[config.mk]
export PLATFORM = sky130hd
export DESIGN_NAME = reservation_station_execute_top
export DESIGN_NICKNAME = d
export VERILOG_FILES = /design/src/rtl/rse_pkg.sv /design/src/rtl/rse_front.sv /design/src/rtl/rse_div.sv /design/src/rtl/rse_back.sv /design/src/rtl/reservation_station_execute_top.sv
export VERILOG_INCLUDE_DIRS = /design/src /design/src/rtl
export SDC_FILE = /design/constraint.sdc
export NUM_CORES = 2
export LEC_CHECK = 0
export BUFFER_PORTS_ARGS = -buffer_cell sky130_fd_sc_hd__buf_2
export CAP_MARGIN = 20
export CORE_MARGIN = 10
export CORE_UTILIZATION = 60
export CTS_BUF_LIST = sky130_fd_sc_hd__clkbuf_4
export DETAILED_ROUTE_END_ITERATION = 12
export GPL_ROUTABILITY_DRIVEN = 0
export GPL_TIMING_DRIVEN = 0
export HOLD_SLACK_MARGIN = 0.02
export PLACE_DENSITY = 0.77
export SLEW_MARGIN = 20
export SYNTH_ARGS = -nofsm -noshare
export SYNTH_HDL_FRONTEND = slang
export SYNTH_HIERARCHICAL = 1
export SYNTH_SLANG_ARGS = --single-unit
[constraint.sdc]
create_clock -name clk -period 27.6 [get_ports clk]
set_clock_uncertainty 0.1 [all_clocks]
set_input_delay 4.14 -clock clk [delete_from_list [all_inputs] [get_ports clk]]
set_output_delay 4.14 -clock clk [all_outputs]
set_load 0.01 [all_outputs]
[src/rtl/reservation_station_execute_top_macros.svh]
// Assertion macros for the reservation station execute block.
`ifndef RESERVATION_STATION_EXECUTE_TOP_MACROS_SVH
`define RESERVATION_STATION_EXECUTE_TOP_MACROS_SVH

// Same-cycle implication, checked out of reset.
`define RSE_ASSERT_IMP(label, pre, post, msg) \
  label: assert property (@(posedge clk) disable iff (rst) (pre) |-> (post)) \
    else $error(msg);

// Next-cycle implication, checked out of reset.
`define RSE_ASSERT_NXT(label, pre, post, msg) \
  label: assert property (@(posedge clk) disable iff (rst) (pre) |=> (post)) \
    else $error(msg);

`endif

[src/rtl/rse_pkg.sv]
// Shared types and constants for the reservation station execute block.
package rse_pkg;

  localparam int DEF_NUM_STATIONS = 8;

  localparam logic [3:0] RST_ISSUE_LAT = 4'd1;
  localparam logic [5:0] RST_ADD_LAT   = 6'd4;
  localparam logic [5:0] RST_MULT_LAT  = 6'd12;
  localparam logic [5:0] RST_DIV_LAT   = 6'd38;

  localparam logic [1:0] CFG_ISSUE_LAT = 2'd0;
  localparam logic [1:0] CFG_ADD_LAT   = 2'd1;
  localparam logic [1:0] CFG_MULT_LAT  = 2'd2;
  localparam logic [1:0] CFG_DIV_LAT   = 2'd3;

  localparam logic [1:0] OP_ADD  = 2'd0;
  localparam logic [1:0] OP_SUB  = 2'd1;
  localparam logic [1:0] OP_MULT = 2'd2;
  localparam logic [1:0] OP_DIV  = 2'd3;

  typedef enum logic [1:0] {
    CMD_TICK    = 2'd0,
    CMD_ISSUE   = 2'd1,
    CMD_SUPPLY  = 2'd2,
    CMD_RELEASE = 2'd3
  } cmd_kind_t;

  typedef enum logic [2:0] {
    ST_IDLE,
    ST_SCAN,
    ST_MUL,
    ST_DIV,
    ST_FLUSH
  } back_state_t;

  typedef struct packed {
    cmd_kind_t   kind;
    logic        in_range;
    logic [2:0]  station;
    logic [1:0]  operation;
    logic [31:0] first_value;
    logic [31:0] second_value;
    logic        first_ready;
    logic        second_ready;
    logic [9:0]  instr_number;
    logic        operand_side;
    logic [31:0] cycle_now;
  } cmd_t;

  typedef struct packed {
    logic idle;
    logic scanning;
    logic in_div;
  } bk_status_t;

endpackage

[src/rtl/rse_front.sv]
// Front end: accepts command words, classifies them and queues them for the back end.
module rse_front
  import rse_pkg::*;
#(
  parameter int NUM_STATIONS = DEF_NUM_STATIONS
) (
  input  logic        clk,
  input  logic        rst,
  input  logic        in_valid,
  output logic        in_ready,
  input  logic [1:0]  opcode,
  input  logic [2:0]  station,
  input  logic [1:0]  operation,
  input  logic [31:0] first_value,
  input  logic [31:0] second_value,
  input  logic        first_ready,
  input  logic        second_ready,
  input  logic [9:0]  instr_number,
  input  logic        operand_side,
  input  logic [31:0] cycle_now,
  output cmd_t        head,
  output logic        head_valid,
  input  logic        pop
);

  cmd_t        entry [2];
  logic        wr_ptr;
  logic        rd_ptr;
  logic [1:0]  count;
  cmd_t        incoming;
  logic        push;

  always_comb begin
    incoming.kind         = cmd_kind_t'(opcode);
    incoming.in_range     = (32'(station) < NUM_STATIONS);
    incoming.station      = station;
    incoming.operation    = operation;
    incoming.first_value  = first_value;
    incoming.second_value = second_value;
    incoming.first_ready  = first_ready;
    incoming.second_ready = second_ready;
    incoming.instr_number = instr_number;
    incoming.operand_side = operand_side;
    incoming.cycle_now    = cycle_now;
  end

  assign in_ready   = (count != 2'd2);
  assign push       = in_valid && in_ready;
  assign head_valid = (count != 2'd0);
  assign head       = entry[rd_ptr];

  always_ff @(posedge clk) begin
    if (rst) begin
      wr_ptr <= 1'b0;
      rd_ptr <= 1'b0;
      count  <= 2'd0;
    end else begin
      if (push) wr_ptr <= ~wr_ptr;
      if (pop) rd_ptr <= ~rd_ptr;
      if (push && !pop) count <= count + 2'd1;
      else if (pop && !push) count <= count - 2'd1;
    end
  end

  always_ff @(posedge clk) begin
    if (push) entry[wr_ptr] <= incoming;
  end

endmodule

[src/rtl/rse_div.sv]
// Iterative signed divider, one quotient bit per cycle, truncating toward zero.
module rse_div
  import rse_pkg::*;
(
  input  logic        clk,
  input  logic        rst,
  input  logic        start,
  input  logic [31:0] dividend,
  input  logic [31:0] divisor,
  output logic        done,
  output logic [31:0] quotient
);

  logic        busy;
  logic [4:0]  step;
  logic [31:0] rem;
  logic [31:0] quo;
  logic [31:0] dvs;
  logic        neg;
  logic [33:0] trial;

  assign trial    = {1'b0, rem, quo[31]} - {2'b00, dvs};
  assign quotient = neg ? (32'd0 - quo) : quo;

  always_ff @(posedge clk) begin
    if (rst) begin
      busy <= 1'b0;
      done <= 1'b0;
      step <= 5'd0;
    end else begin
      done <= 1'b0;
      if (start) begin
        busy <= 1'b1;
        step <= 5'd31;
      end else if (busy) begin
        step <= step - 5'd1;
        if (step == 5'd0) begin
          busy <= 1'b0;
          done <= 1'b1;
        end
      end
    end
  end

  always_ff @(posedge clk) begin
    if (start) begin
      quo <= dividend[31] ? (32'd0 - dividend) : dividend;
      dvs <= divisor[31] ? (32'd0 - divisor) : divisor;
      rem <= 32'd0;
      neg <= dividend[31] ^ divisor[31];
    end else if (busy) begin
      if (!trial[33]) begin
        rem <= trial[31:0];
        quo <= {quo[30:0], 1'b1};
      end else begin
        rem <= {rem[30:0], quo[31]};
        quo <= {quo[30:0], 1'b0};
      end
    end
  end

endmodule

[src/rtl/rse_back.sv]
// Back end: station bank, tick scan sequencer, shared multiply and divide, result register.
module rse_back
  import rse_pkg::*;
#(
  parameter int NUM_STATIONS = DEF_NUM_STATIONS
) (
  input  logic        clk,
  input  logic        rst,
  input  logic        cfg_we,
  input  logic [1:0]  cfg_index,
  input  logic [5:0]  cfg_data,
  input  cmd_t        cmd,
  input  logic        cmd_valid,
  output logic        pop,
  output logic        out_valid,
  input  logic        out_ready,
  output logic [2:0]  station_index,
  output logic [9:0]  instr_tag,
  output logic        began,
  output logic        finished,
  output logic [31:0] result_value,
  output logic        divide_by_zero,
  output logic [31:0] event_cycle,
  output logic        last,
  output bk_status_t  status
);

  localparam int IW = (NUM_STATIONS > 1) ? $clog2(NUM_STATIONS) : 1;
  localparam int CW = IW + 1;
  localparam logic [CW-1:0] IDX_END = CW'(NUM_STATIONS);

  logic [3:0] issue_latency;
  logic [5:0] add_latency;
  logic [5:0] mult_latency;
  logic [5:0] div_latency;

  logic        busy           [NUM_STATIONS];
  logic [3:0]  issue_wait     [NUM_STATIONS];
  logic [5:0]  exec_count     [NUM_STATIONS];
  logic [1:0]  op_kind        [NUM_STATIONS];
  logic [31:0] first_operand  [NUM_STATIONS];
  logic [31:0] second_operand [NUM_STATIONS];
  logic        first_valid    [NUM_STATIONS];
  logic        second_valid   [NUM_STATIONS];
  logic [9:0]  instr_id       [NUM_STATIONS];
  logic        begun          [NUM_STATIONS];

  back_state_t state;
  back_state_t state_next;
  logic [CW-1:0] idx;
  logic [31:0] tick_cycle;
  logic [31:0] mul_a;
  logic [31:0] mul_b;

  logic        ev_valid;
  logic [2:0]  ev_station;
  logic [9:0]  ev_tag;
  logic        ev_began;
  logic        ev_finished;
  logic [31:0] ev_result;
  logic        ev_dz;

  logic [IW-1:0] s;
  logic [IW-1:0] ci;
  logic          scan_end;
  logic          out_free;
  logic          wait_match;
  logic          active;
  logic [5:0]    cnt_inc;
  logic [5:0]    lat;
  logic          s_fin;
  logic          s_event;
  logic          can_go;
  logic          scan_step;
  logic          ev_here;
  logic          fin_mul;
  logic          fin_div;
  logic          flush_push;
  logic          push_ev;
  logic          cmd_write;
  logic [31:0]   imm_result;
  logic          imm_dz;
  logic          div_done;
  logic [31:0]   div_q;

  assign s        = idx[IW-1:0];
  assign ci       = IW'(cmd.station);
  assign scan_end = (idx == IDX_END);
  assign out_free = !out_valid || out_ready;

  always_comb begin
    wait_match = (issue_wait[s] == issue_latency);
    active     = busy[s] && wait_match && first_valid[s] && second_valid[s];
    cnt_inc    = exec_count[s] + 6'd1;
    case (op_kind[s])
      OP_ADD, OP_SUB: lat = add_latency;
      OP_MULT:        lat = mult_latency;
      default:        lat = div_latency;
    endcase
    s_fin   = (cnt_inc == lat);
    s_event = s_fin || !begun[s];
    imm_dz  = 1'b0;
    case (op_kind[s])
      OP_ADD:  imm_result = first_operand[s] + second_operand[s];
      OP_SUB:  imm_result = first_operand[s] - second_operand[s];
      OP_MULT: imm_result = 32'd0;
      default: begin
        imm_result = 32'd0;
        imm_dz     = (second_operand[s] == 32'd0);
      end
    endcase
  end

  always_comb begin
    pop        = (state == ST_IDLE) && cmd_valid;
    cmd_write  = pop && cmd.in_range;
    can_go     = !(active && s_event && ev_valid && !out_free);
    scan_step  = (state == ST_SCAN) && !scan_end && can_go;
    ev_here    = scan_step && active && s_event;
    fin_mul    = ev_here && s_fin && (op_kind[s] == OP_MULT);
    fin_div    = ev_here && s_fin && (op_kind[s] == OP_DIV) &&
                 (second_operand[s] != 32'd0);
    flush_push = (state == ST_FLUSH) && ev_valid && out_free;
    push_ev    = (ev_here && ev_valid) || flush_push;
    status.idle     = (state == ST_IDLE);
    status.scanning = (state == ST_SCAN);
    status.in_div   = (state == ST_DIV);
  end

  always_comb begin
    state_next = state;
    case (state)
      ST_IDLE: begin
        if (cmd_valid && cmd.kind == CMD_TICK) state_next = ST_SCAN;
      end
      ST_SCAN: begin
        if (scan_end) state_next = ST_FLUSH;
        else if (fin_mul) state_next = ST_MUL;
        else if (fin_div) state_next = ST_DIV;
      end
      ST_MUL: state_next = ST_SCAN;
      ST_DIV: begin
        if (div_done) state_next = ST_SCAN;
      end
      ST_FLUSH: begin
        if (!ev_valid || out_free) state_next = ST_IDLE;
      end
      default: state_next = ST_IDLE;
    endcase
  end

  rse_div u_div (
    .clk      (clk),
    .rst      (rst),
    .start    (fin_div),
    .dividend (first_operand[s]),
    .divisor  (second_operand[s]),
    .done     (div_done),
    .quotient (div_q)
  );

  always_ff @(posedge clk) begin
    if (rst) begin
      issue_latency <= RST_ISSUE_LAT;
      add_latency   <= RST_ADD_LAT;
      mult_latency  <= RST_MULT_LAT;
      div_latency   <= RST_DIV_LAT;
    end else if (cfg_we) begin
      case (cfg_index)
        CFG_ISSUE_LAT: issue_latency <= cfg_data[3:0];
        CFG_ADD_LAT:   add_latency   <= cfg_data;
        CFG_MULT_LAT:  mult_latency  <= cfg_data;
        CFG_DIV_LAT:   div_latency   <= cfg_data;
        default: ;
      endcase
    end
  end

  always_ff @(posedge clk) begin
    if (rst) begin
      for (int i = 0; i < NUM_STATIONS; i++) begin
        busy[i]         <= 1'b0;
        issue_wait[i]   <= 4'd0;
        exec_count[i]   <= 6'd0;
        first_valid[i]  <= 1'b0;
        second_valid[i] <= 1'b0;
        begun[i]        <= 1'b0;
      end
    end else begin
      if (cmd_write) begin
        case (cmd.kind)
          CMD_ISSUE: begin
            busy[ci]         <= 1'b1;
            first_valid[ci]  <= cmd.first_ready;
            second_valid[ci] <= cmd.second_ready;
            issue_wait[ci]   <= 4'd0;
            exec_count[ci]   <= 6'd0;
            begun[ci]        <= 1'b0;
          end
          CMD_SUPPLY: begin
            if (cmd.operand_side) second_valid[ci] <= 1'b1;
            else first_valid[ci] <= 1'b1;
          end
          CMD_RELEASE: begin
            busy[ci]         <= 1'b0;
            first_valid[ci]  <= 1'b0;
            second_valid[ci] <= 1'b0;
            issue_wait[ci]   <= 4'd0;
            exec_count[ci]   <= 6'd0;
            begun[ci]        <= 1'b0;
          end
          default: ;
        endcase
      end
      if (scan_step && busy[s]) begin
        if (!wait_match) begin
          issue_wait[s] <= issue_wait[s] + 4'd1;
        end else if (active) begin
          begun[s] <= 1'b1;
          if (s_fin) begin
            exec_count[s] <= 6'd0;
            issue_wait[s] <= 4'd0;
          end else begin
            exec_count[s] <= cnt_inc;
          end
        end
      end
    end
  end

  always_ff @(posedge clk) begin
    if (cmd_write) begin
      case (cmd.kind)
        CMD_ISSUE: begin
          op_kind[ci]        <= cmd.operation;
          first_operand[ci]  <= cmd.first_value;
          second_operand[ci] <= cmd.second_value;
          instr_id[ci]       <= cmd.instr_number;
        end
        CMD_SUPPLY: begin
          if (cmd.operand_side) second_operand[ci] <= cmd.first_value;
          else first_operand[ci] <= cmd.first_value;
        end
        default: ;
      endcase
    end
  end

  always_ff @(posedge clk) begin
    if (rst) begin
      state     <= ST_IDLE;
      idx       <= '0;
      ev_valid  <= 1'b0;
      out_valid <= 1'b0;
    end else begin
      state <= state_next;
      if (pop && cmd.kind == CMD_TICK) idx <= '0;
      else if (scan_step) idx <= idx + CW'(1);
      if (ev_here) ev_valid <= !(fin_mul || fin_div);
      else if ((state == ST_MUL) || (state == ST_DIV && div_done)) ev_valid <= 1'b1;
      else if (flush_push) ev_valid <= 1'b0;
      if (push_ev) out_valid <= 1'b1;
      else if (out_ready) out_valid <= 1'b0;
    end
  end

  always_ff @(posedge clk) begin
    if (pop && cmd.kind == CMD_TICK) tick_cycle <= cmd.cycle_now;
    if (fin_mul) begin
      mul_a <= first_operand[s];
      mul_b <= second_operand[s];
    end
    if (ev_here) begin
      ev_station  <= 3'(s);
      ev_tag      <= instr_id[s];
      ev_began    <= !begun[s];
      ev_finished <= s_fin;
      ev_result   <= s_fin ? imm_result : 32'd0;
      ev_dz       <= s_fin && imm_dz;
    end else if (state == ST_MUL) begin
      ev_result <= mul_a * mul_b;
    end else if (state == ST_DIV && div_done) begin
      ev_result <= div_q;
    end
    if (push_ev) begin
      station_index  <= ev_station;
      instr_tag      <= ev_tag;
      began          <= ev_began;
      finished       <= ev_finished;
      result_value   <= ev_result;
      divide_by_zero <= ev_dz;
      event_cycle    <= tick_cycle;
      last           <= (state == ST_FLUSH);
    end
  end

endmodule

[src/rtl/reservation_station_execute_top.sv]
// A non-tick word goes into the input queue and then into its station's registers when the idle back end pops it.
// A tick word scans every station in turn and then flushes its pending event; each finishing
// multiply adds a multiply state, each finishing divide waits for the divider, and result stalls hold the scan.
// The scan sequencer and the shared divider set the rate; a two-word queue buffers input.
// Reset is synchronous and active high; it frees all stations and restores the latencies.
module reservation_station_execute_top
  import rse_pkg::*;
#(
  parameter int NUM_STATIONS = DEF_NUM_STATIONS
) (
  input  logic        clk,
  input  logic        rst,
  input  logic        cfg_we,
  input  logic [1:0]  cfg_index,
  input  logic [5:0]  cfg_data,
  input  logic        in_valid,
  output logic        in_ready,
  input  logic [1:0]  opcode,
  input  logic [2:0]  station,
  input  logic [1:0]  operation,
  input  logic signed [31:0] first_value,
  input  logic signed [31:0] second_value,
  input  logic        first_ready,
  input  logic        second_ready,
  input  logic [9:0]  instr_number,
  input  logic        operand_side,
  input  logic [31:0] cycle_now,
  output logic        out_valid,
  input  logic        out_ready,
  output logic [2:0]  station_index,
  output logic [9:0]  instr_tag,
  output logic        began,
  output logic        finished,
  output logic signed [31:0] result_value,
  output logic        divide_by_zero,
  output logic [31:0] event_cycle,
  output logic        last
);

`include "reservation_station_execute_top_macros.svh"

  cmd_t       cmd_head;
  logic       cmd_valid;
  logic       cmd_pop;
  bk_status_t bk_status;
  logic       tick_pop;

  assign tick_pop = cmd_pop && (cmd_head.kind == CMD_TICK);

  rse_front #(.NUM_STATIONS(NUM_STATIONS)) u_front (
    .clk          (clk),
    .rst          (rst),
    .in_valid     (in_valid),
    .in_ready     (in_ready),
    .opcode       (opcode),
    .station      (station),
    .operation    (operation),
    .first_value  (first_value),
    .second_value (second_value),
    .first_ready  (first_ready),
    .second_ready (second_ready),
    .instr_number (instr_number),
    .operand_side (operand_side),
    .cycle_now    (cycle_now),
    .head         (cmd_head),
    .head_valid   (cmd_valid),
    .pop          (cmd_pop)
  );

  rse_back #(.NUM_STATIONS(NUM_STATIONS)) u_back (
    .clk            (clk),
    .rst            (rst),
    .cfg_we         (cfg_we),
    .cfg_index      (cfg_index),
    .cfg_data       (cfg_data),
    .cmd            (cmd_head),
    .cmd_valid      (cmd_valid),
    .pop            (cmd_pop),
    .out_valid      (out_valid),
    .out_ready      (out_ready),
    .station_index  (station_index),
    .instr_tag      (instr_tag),
    .began          (began),
    .finished       (finished),
    .result_value   (result_value),
    .divide_by_zero (divide_by_zero),
    .event_cycle    (event_cycle),
    .last           (last),
    .status         (bk_status)
  );

  `RSE_ASSERT_IMP(a_no_pop_while_dividing, bk_status.in_div, !cmd_pop, "word taken during divide")
  `RSE_ASSERT_IMP(a_pop_only_when_idle, cmd_pop, bk_status.idle, "word taken outside idle")
  `RSE_ASSERT_NXT(a_tick_starts_scan, tick_pop, bk_status.scanning, "tick did not start a scan")

endmodule
==> Word level (Yosys, flattened, before mapping) <==
Memory sizes are Yosys's and may differ from the RTL's. A register that Yosys moved wholly into a read port is not among the register bits.
Index checks and enable logic that the tools add are counted.
{ "totals": {"in_bits": 129, "register_bits": 354, "output_inout_bits": 83, "ramBits": 952, "n_memories": 11} }
{ "op_classes": {"mux": 139, "reduce_logical": 73, "n_eq_ne": 21, "bitwise_logic": 16, "addsub": 12, "multipliers": 1} }
{ "mem_list": {"columns": ["name", "depth", "width", "read_ports", "rd_clocked_by_memory_dff", "write_ports", "line", "text"], "rows": [
  ["u_back.first_operand", 8, 32, 1, 1, 1, "rse_back.sv:41", "logic [31:0] first_operand [NUM_STATIONS];"],
  ["u_back.second_operand", 8, 32, 1, 1, 1, "rse_back.sv:42", "logic [31:0] second_operand [NUM_STATIONS];"],
  ["u_front.entry", 2, 116, 1, 1, 1, "rse_front.sv:26", "cmd_t entry [2];"],
  ["u_back.instr_id", 8, 10, 1, 1, 1, "rse_back.sv:45", "logic [9:0] instr_id [NUM_STATIONS];"],
  ["u_back.exec_count", 8, 6, 1, 1, 8, "rse_back.sv:39", "logic [5:0] exec_count [NUM_STATIONS];"],
  ["u_back.issue_wait", 8, 4, 1, 1, 8, "rse_back.sv:38", "logic [3:0] issue_wait [NUM_STATIONS];"],
  ["+5 memories", null, null, null, null, null, null, null]
]} }
{ "op_table": {"columns": ["operator", "n"], "rows": [
  ["32-bit two-way mux", 11],
  ["3-bit two-way mux", 33],
  ["1-bit by 32-bit subtractor with 32-bit output (first input constant)", 3],
  ["1-bit two-way mux", 79],
  ["32-bit one-hot mux with 2 select lines", 1],
  ["33-bit by 32-bit subtractor with 34-bit output", 1],
  ["32-bit adder", 1],
  ["32-bit logical NOT", 1],
  ["32-bit by 32-bit multiplier with 32-bit output", 1],
  ["32-bit nonzero test", 1],
  ["32-bit subtractor", 1],
  ["31-bit two-way mux", 1],
  ["1-bit logical AND", 26],
  ["6-bit two-way mux", 4],
  ["4-bit two-way mux", 4],
  ["3-bit one-hot mux with 5 select lines", 1],
  ["2-bit == test (second input constant)", 6],
  ["1-bit bitwise OR", 12],
  ["6-bit one-hot mux with 2 select lines", 1],
  ["6-bit OR reduction", 2],
  ["5-bit two-way mux", 2],
  ["1-bit logical NOT", 9],
  ["4-bit by 1-bit adder with 4-bit output (second input constant)", 2],
  ["2-bit AND reduction", 4],
  ["29 further kinds", 55]
]} }

==> Depth between registers and ports, before layout <==
{ "depth": {"depth_word": 19, "mapped_depth": 28, "mapped_depth_nobuf": 26} }

==> Modules after synthesis <==
The synthesis kept the hierarchy.
{ "by_module_without_submodules": {"columns": ["module", "area_per_inst_um2", "instances", "cells_per_inst", "seq_area_each_um2"], "rows": [
  ["rse_back", 56215.2, 1, 4022, 29057.9],
  ["rse_front", 8758.4, 1, 387, 7066.8],
  ["rse_div", 7586.0, 1, 881, 2732.6]
]} }

==> Worst setup path before layout <==
Ideal clock, no wire load.
{ "synth_timing": {"path_kind": "input-to-reg", "start": "input port out_ready", "end": "register u_back.u_div.quo[0], enable pin", "path_slack_ps": 17196, "cell_stages": 8, "arrival_time_ps": 9916, "cell_sequence": "nand2b_1 nor2_1 inv_1 and3_1 nand2_1 nor4_1 nor2_1 inv_1"} }
{ "synth_via": {"elab_chain_cells": 11} }
{ "synth_rtl": {"columns": ["item", "line", "text"], "rows": [
  ["from (decl)", "reservation_station_execute_top.sv:29", "input logic out_ready,"],
  ["1-bit logical OR", "rse_back.sv:89", "assign out_free = !out_valid || out_ready;"],
  ["1-bit logical NOT", "rse_back.sv:117", "can_go = !(active && s_event && ev_valid && !out_free);"],
  ["1-bit logical AND", "rse_back.sv:117", null],
  ["1-bit logical NOT", "rse_back.sv:117", null],
  ["1-bit logical AND", "rse_back.sv:118", "scan_step = (state == ST_SCAN) && !scan_end && can_go;"],
  ["1-bit logical AND (2 in series)", "rse_back.sv:119", "ev_here = scan_step && active && s_event;"],
  ["1-bit logical AND (3 in series)", "rse_back.sv:121", "fin_div = ev_here && s_fin && (op_kind[s] == OP_DIV) &&"],
  ["named net u_back.fin_div", "rse_back.sv:77", "logic fin_div;"],
  ["2-bit nonzero test (no source line)", null, null],
  ["to (signal assigned)", "rse_div.sv:47", "quo <= dividend[31] ? (32'd0 - dividend) : dividend;"],
  ["to (signal assigned)", "rse_div.sv:54", "quo <= {quo[30:0], 1'b1};"],
  ["to (signal assigned)", "rse_div.sv:57", "quo <= {quo[30:0], 1'b0};"],
  ["to (decl)", "rse_div.sv:17", "logic [31:0] quo;"]
]} }
The timed path passes the listed nets, and every way through them passes these cells.
A chain may end at the register's enable or synchronous reset.

==> reports/metrics.csv <==
stage,metric,value,unit
timing,Max transition margin,26.8,%
global_routing,largest net degree at the start of global routing,76,
drt,via density per instance,6.07,
drt,initial DRC count,5506,
placement,DP HPWL,144,mm
clock_tree,hold_buf cts,0,
layout,fin util,67.4,%
outcome,status,"complete, no violations",
timing,final count of negative-setup-slack endpoints,0,
floorplanning,Starting Density,60.5,%
drt,total wire length,194,mm
global_routing,total global routing overflow,0,
setup_path,critical path buffer and inverter count,13,
clock_tree,Root Buffer,clkbuf_4,
setup_path,"slowest stage delay, CP",830,ps
layout,share of post-route cells with drive strength above 1,21.6,%
floorplanning,Core ar.,120000,sq um
job,Max-Cap Viols,0,
setup_path,critical path endpoint,u_back/u_div/quo[30]$_DFFE_PP_,
global_routing,vias in the first global route,48200,
power_and_ir_drop,maximum vdd drop,87.5,uV
setup_path,CP endpoint kind,flop,
global_routing,antenna violations before repair,23,
floorplanning,Die ar.,135000,sq um
setup_path,Worst Path Max Fanout,10,
setup_path,CP Depth,23,
clock_tree,H-tree Lvls,5,
floorplanning,DIE WIDTH,368,microns
logic_synthesis,mean post-synth cell area,13.7,sq um
clock_tree,clock slew at reported path FFs,70,ps
timing,Slew Limit Fails,0,
worst_hold_path,Hold WC Path Type,flop to flop,
logic_synthesis,Post-Syn Nets,6025,
clock_tree,postcts setup bufs,0,
clock_tree,CTS tree,yes,
timing,fin crit period,9780,ps
setup_path,CP Launch Type,flop,
timing,period utilization,35.4,%
clock_tree,post-CTS sizing,0,
layout,Final Instance Area,80800,sq um
setup_path,"Arr. time, crit path",10740,ps
setup_path,"slowest stage cell, crit path",buf_1,
setup_path,CP Cell Sequence,buf_2 -> buf_4 -> buf_1 -> buf_2 -> buf_2 -> buf_2 -> buf_1 -> buf_1 -> mux2_2 -> ha_1 -> inv_1 -> or4_1 -> o2111ai_1 -> nand4b_1 -> nor4_4 -> buf_6 -> nand2_1 -> nor4_2 -> buf_2 -> clkbuf_1 -> clkbuf_1 -> nor2_1 -> a21oi_1,
worst_hold_path,Hold Path Origin,u_back/tick_cycle[14]$_DFFE_PP_,
clock_tree,clock tree buffer depth,4,
logic_synthesis,synth warn,6,
drt,overall via count from detail_route,47000,
timing,fmax,102,MHz
setup_path,R2R cell count,23,
clock_tree,CTS sink count,1320,
setup_path,Crit path top cell by count,buf_2,
drt,Detail Route Antenna Nets,0,
floorplanning,IO Pins,212,
global_routing,first-pass GRT wire length,291,mm
timing,setup TNS,0,ps
floorplanning,# rows,127,
power_and_ir_drop,Power Density,61.7,nW/um^2
clock_tree,CTS buffer count,338,
placement,IO Port Bufs,211,
setup_path,Reg-to-Reg End,u_back/u_div/quo[30]$_DFFE_PP_,
global_routing,gr usage total,28.4,%
setup_path,CP Class,flop to flop,
drt,TritonRoute pass-1 iters,9,
timing,Worst-Margin Slew,1100,ps
power_and_ir_drop,total power draw,4.98,mW
power_and_ir_drop,leakage power,30.3,nW
logic_synthesis,synthesized instance count,5289,
layout,Layout area overhead,11.4,%
drt,number of remaining DRC errors,0,
setup_path,Crit path required time,28560,ps
layout,fin nets,6613,
timing,final hold viol count,0,
setup_path,top cell family by delay on the critical path,buffers and inverters,
clock_tree,later-pin clock latency in the skew report,1300,ps
drt,Wirelength per Cell,25.0,microns
placement,Area after DPL,76600,sq um
setup_path,FF-to-FF setup slack,17830,ps
floorplanning,Die Ht,368,microns
timing,RSZ-0062 raised after global routing,false,
timing,hold slack,264,ps
logic_synthesis,mapped cell area,72600,sq um
==> sequential cells by signal (all words and copies together), names as in the netlist, 10 cells and up, named ones only <==
signal                 flops
u_back/first_operand     256
u_back/second_operand    256
u_front/entry            232
u_back/instr_id           80
u_back/exec_count         48
u_back/ev_result          32
u_back/event_cycle        32
u_back/issue_wait         32
u_back/mul_a              32
u_back/mul_b              32
u_back/result_value       32
u_back/tick_cycle         32
u_back/u_div/dvs          32
u_back/u_div/quo          32
u_back/u_div/rem          32
u_back/op_kind            16
u_back/ev_tag             10
u_back/instr_tag          10
==> layout by cell type, fill, tap and decap left out, types with 15 or more instances in the layout <==
cell type  count
mux2_4        40
nand3_1       37
inv_1        462
ha_1         197
o31ai_1       28
mux2_2       170
a31oi_1       18
o21ai_0      110
edfxtp_1    1242
nand4_1       15
buf_2        253
a311oi_1      23
buf_6         16
nand2b_1      29
a21oi_1      163
xor2_1        91
xnor2_1      186
diode_2       23
nor2b_1       23
or3_1         17
buf_4         18
nor2_4        16
a21o_1        40
buf_16        20
nor2_1       305
clkbuf_4     489
clkinv_1      62
dfxtp_1       78
mux2i_1       61
clkbuf_1     163
o41ai_1       16
and2_1       319
nand2_1      422
or2_2         15
o22ai_1       34
nor3_1        49
mux4_2       186
fa_1         410
and3_1        28
==> through the flow <==
| stage | instances | setup slack, ps |
|---|---|---|
| final | 7745 | 17830 |
| after CTS | 7722 | 18010 |
| after detailed placement | 7149 | 18080 |
| after global placement | 7112 | 11960 |
| after floorplan | 5289 | 17200 |
| after global routing | 7736 | 17580 |
==> area by class of cell <==
cell class                      count  area [sq um]
Antenna cell                       23          57.6
Inverter                          464          1750
Fill cell                        8306         39200
Clock buffer                      489          3670
Tap cell                         1612          2020
Multi-Input combinational cell   3257         31000
Timing Repair Buffer              248          1850
Buffer                            248          1170
Sequential cell                  1320         38900
Clock inverter                     84           459
==> per-layer routing <==
layer / vias up / GRT usage (%) / routed length [microns]
li1: 20200 / - / -
met1: 23400 / 35.4 / 69700
met2: 2815 / 45.2 / 91500
met3: 574 / 7.91 / 21600
met4: 22 / 15.4 / 10800
met5: - / 0 / 145
==> worst min path at each step <==
| stage | end | slack, ps | cells after the start |
|---|---|---|---|
| 3_5_place_dp | u_back/result_value[16]$_DFFE_PP_ | 300 | 0 |
| 6_report | u_back/event_cycle[14]$_DFFE_PP_ | 260 | 0 |
| 2_1_floorplan | u_back/began$_DFFE_PP_ | 300 | 0 |
| 4_1_cts | u_back/event_cycle[14]$_DFFE_PP_ | 260 | 0 |
| 5_1_grt | u_back/event_cycle[14]$_DFFE_PP_ | 290 | 0 |
| 3_3_place_gp | u_back/event_cycle[24]$_DFFE_PP_ | 300 | 0 |
==> power by group <==
group	switching [mW]	internal (mW)
combinational	0.606	0.347
sequential	0.0266	2.39
clock	0.757	0.856
total	1.39	3.59
Note: power is estimated with default switching activity, not from simulation.
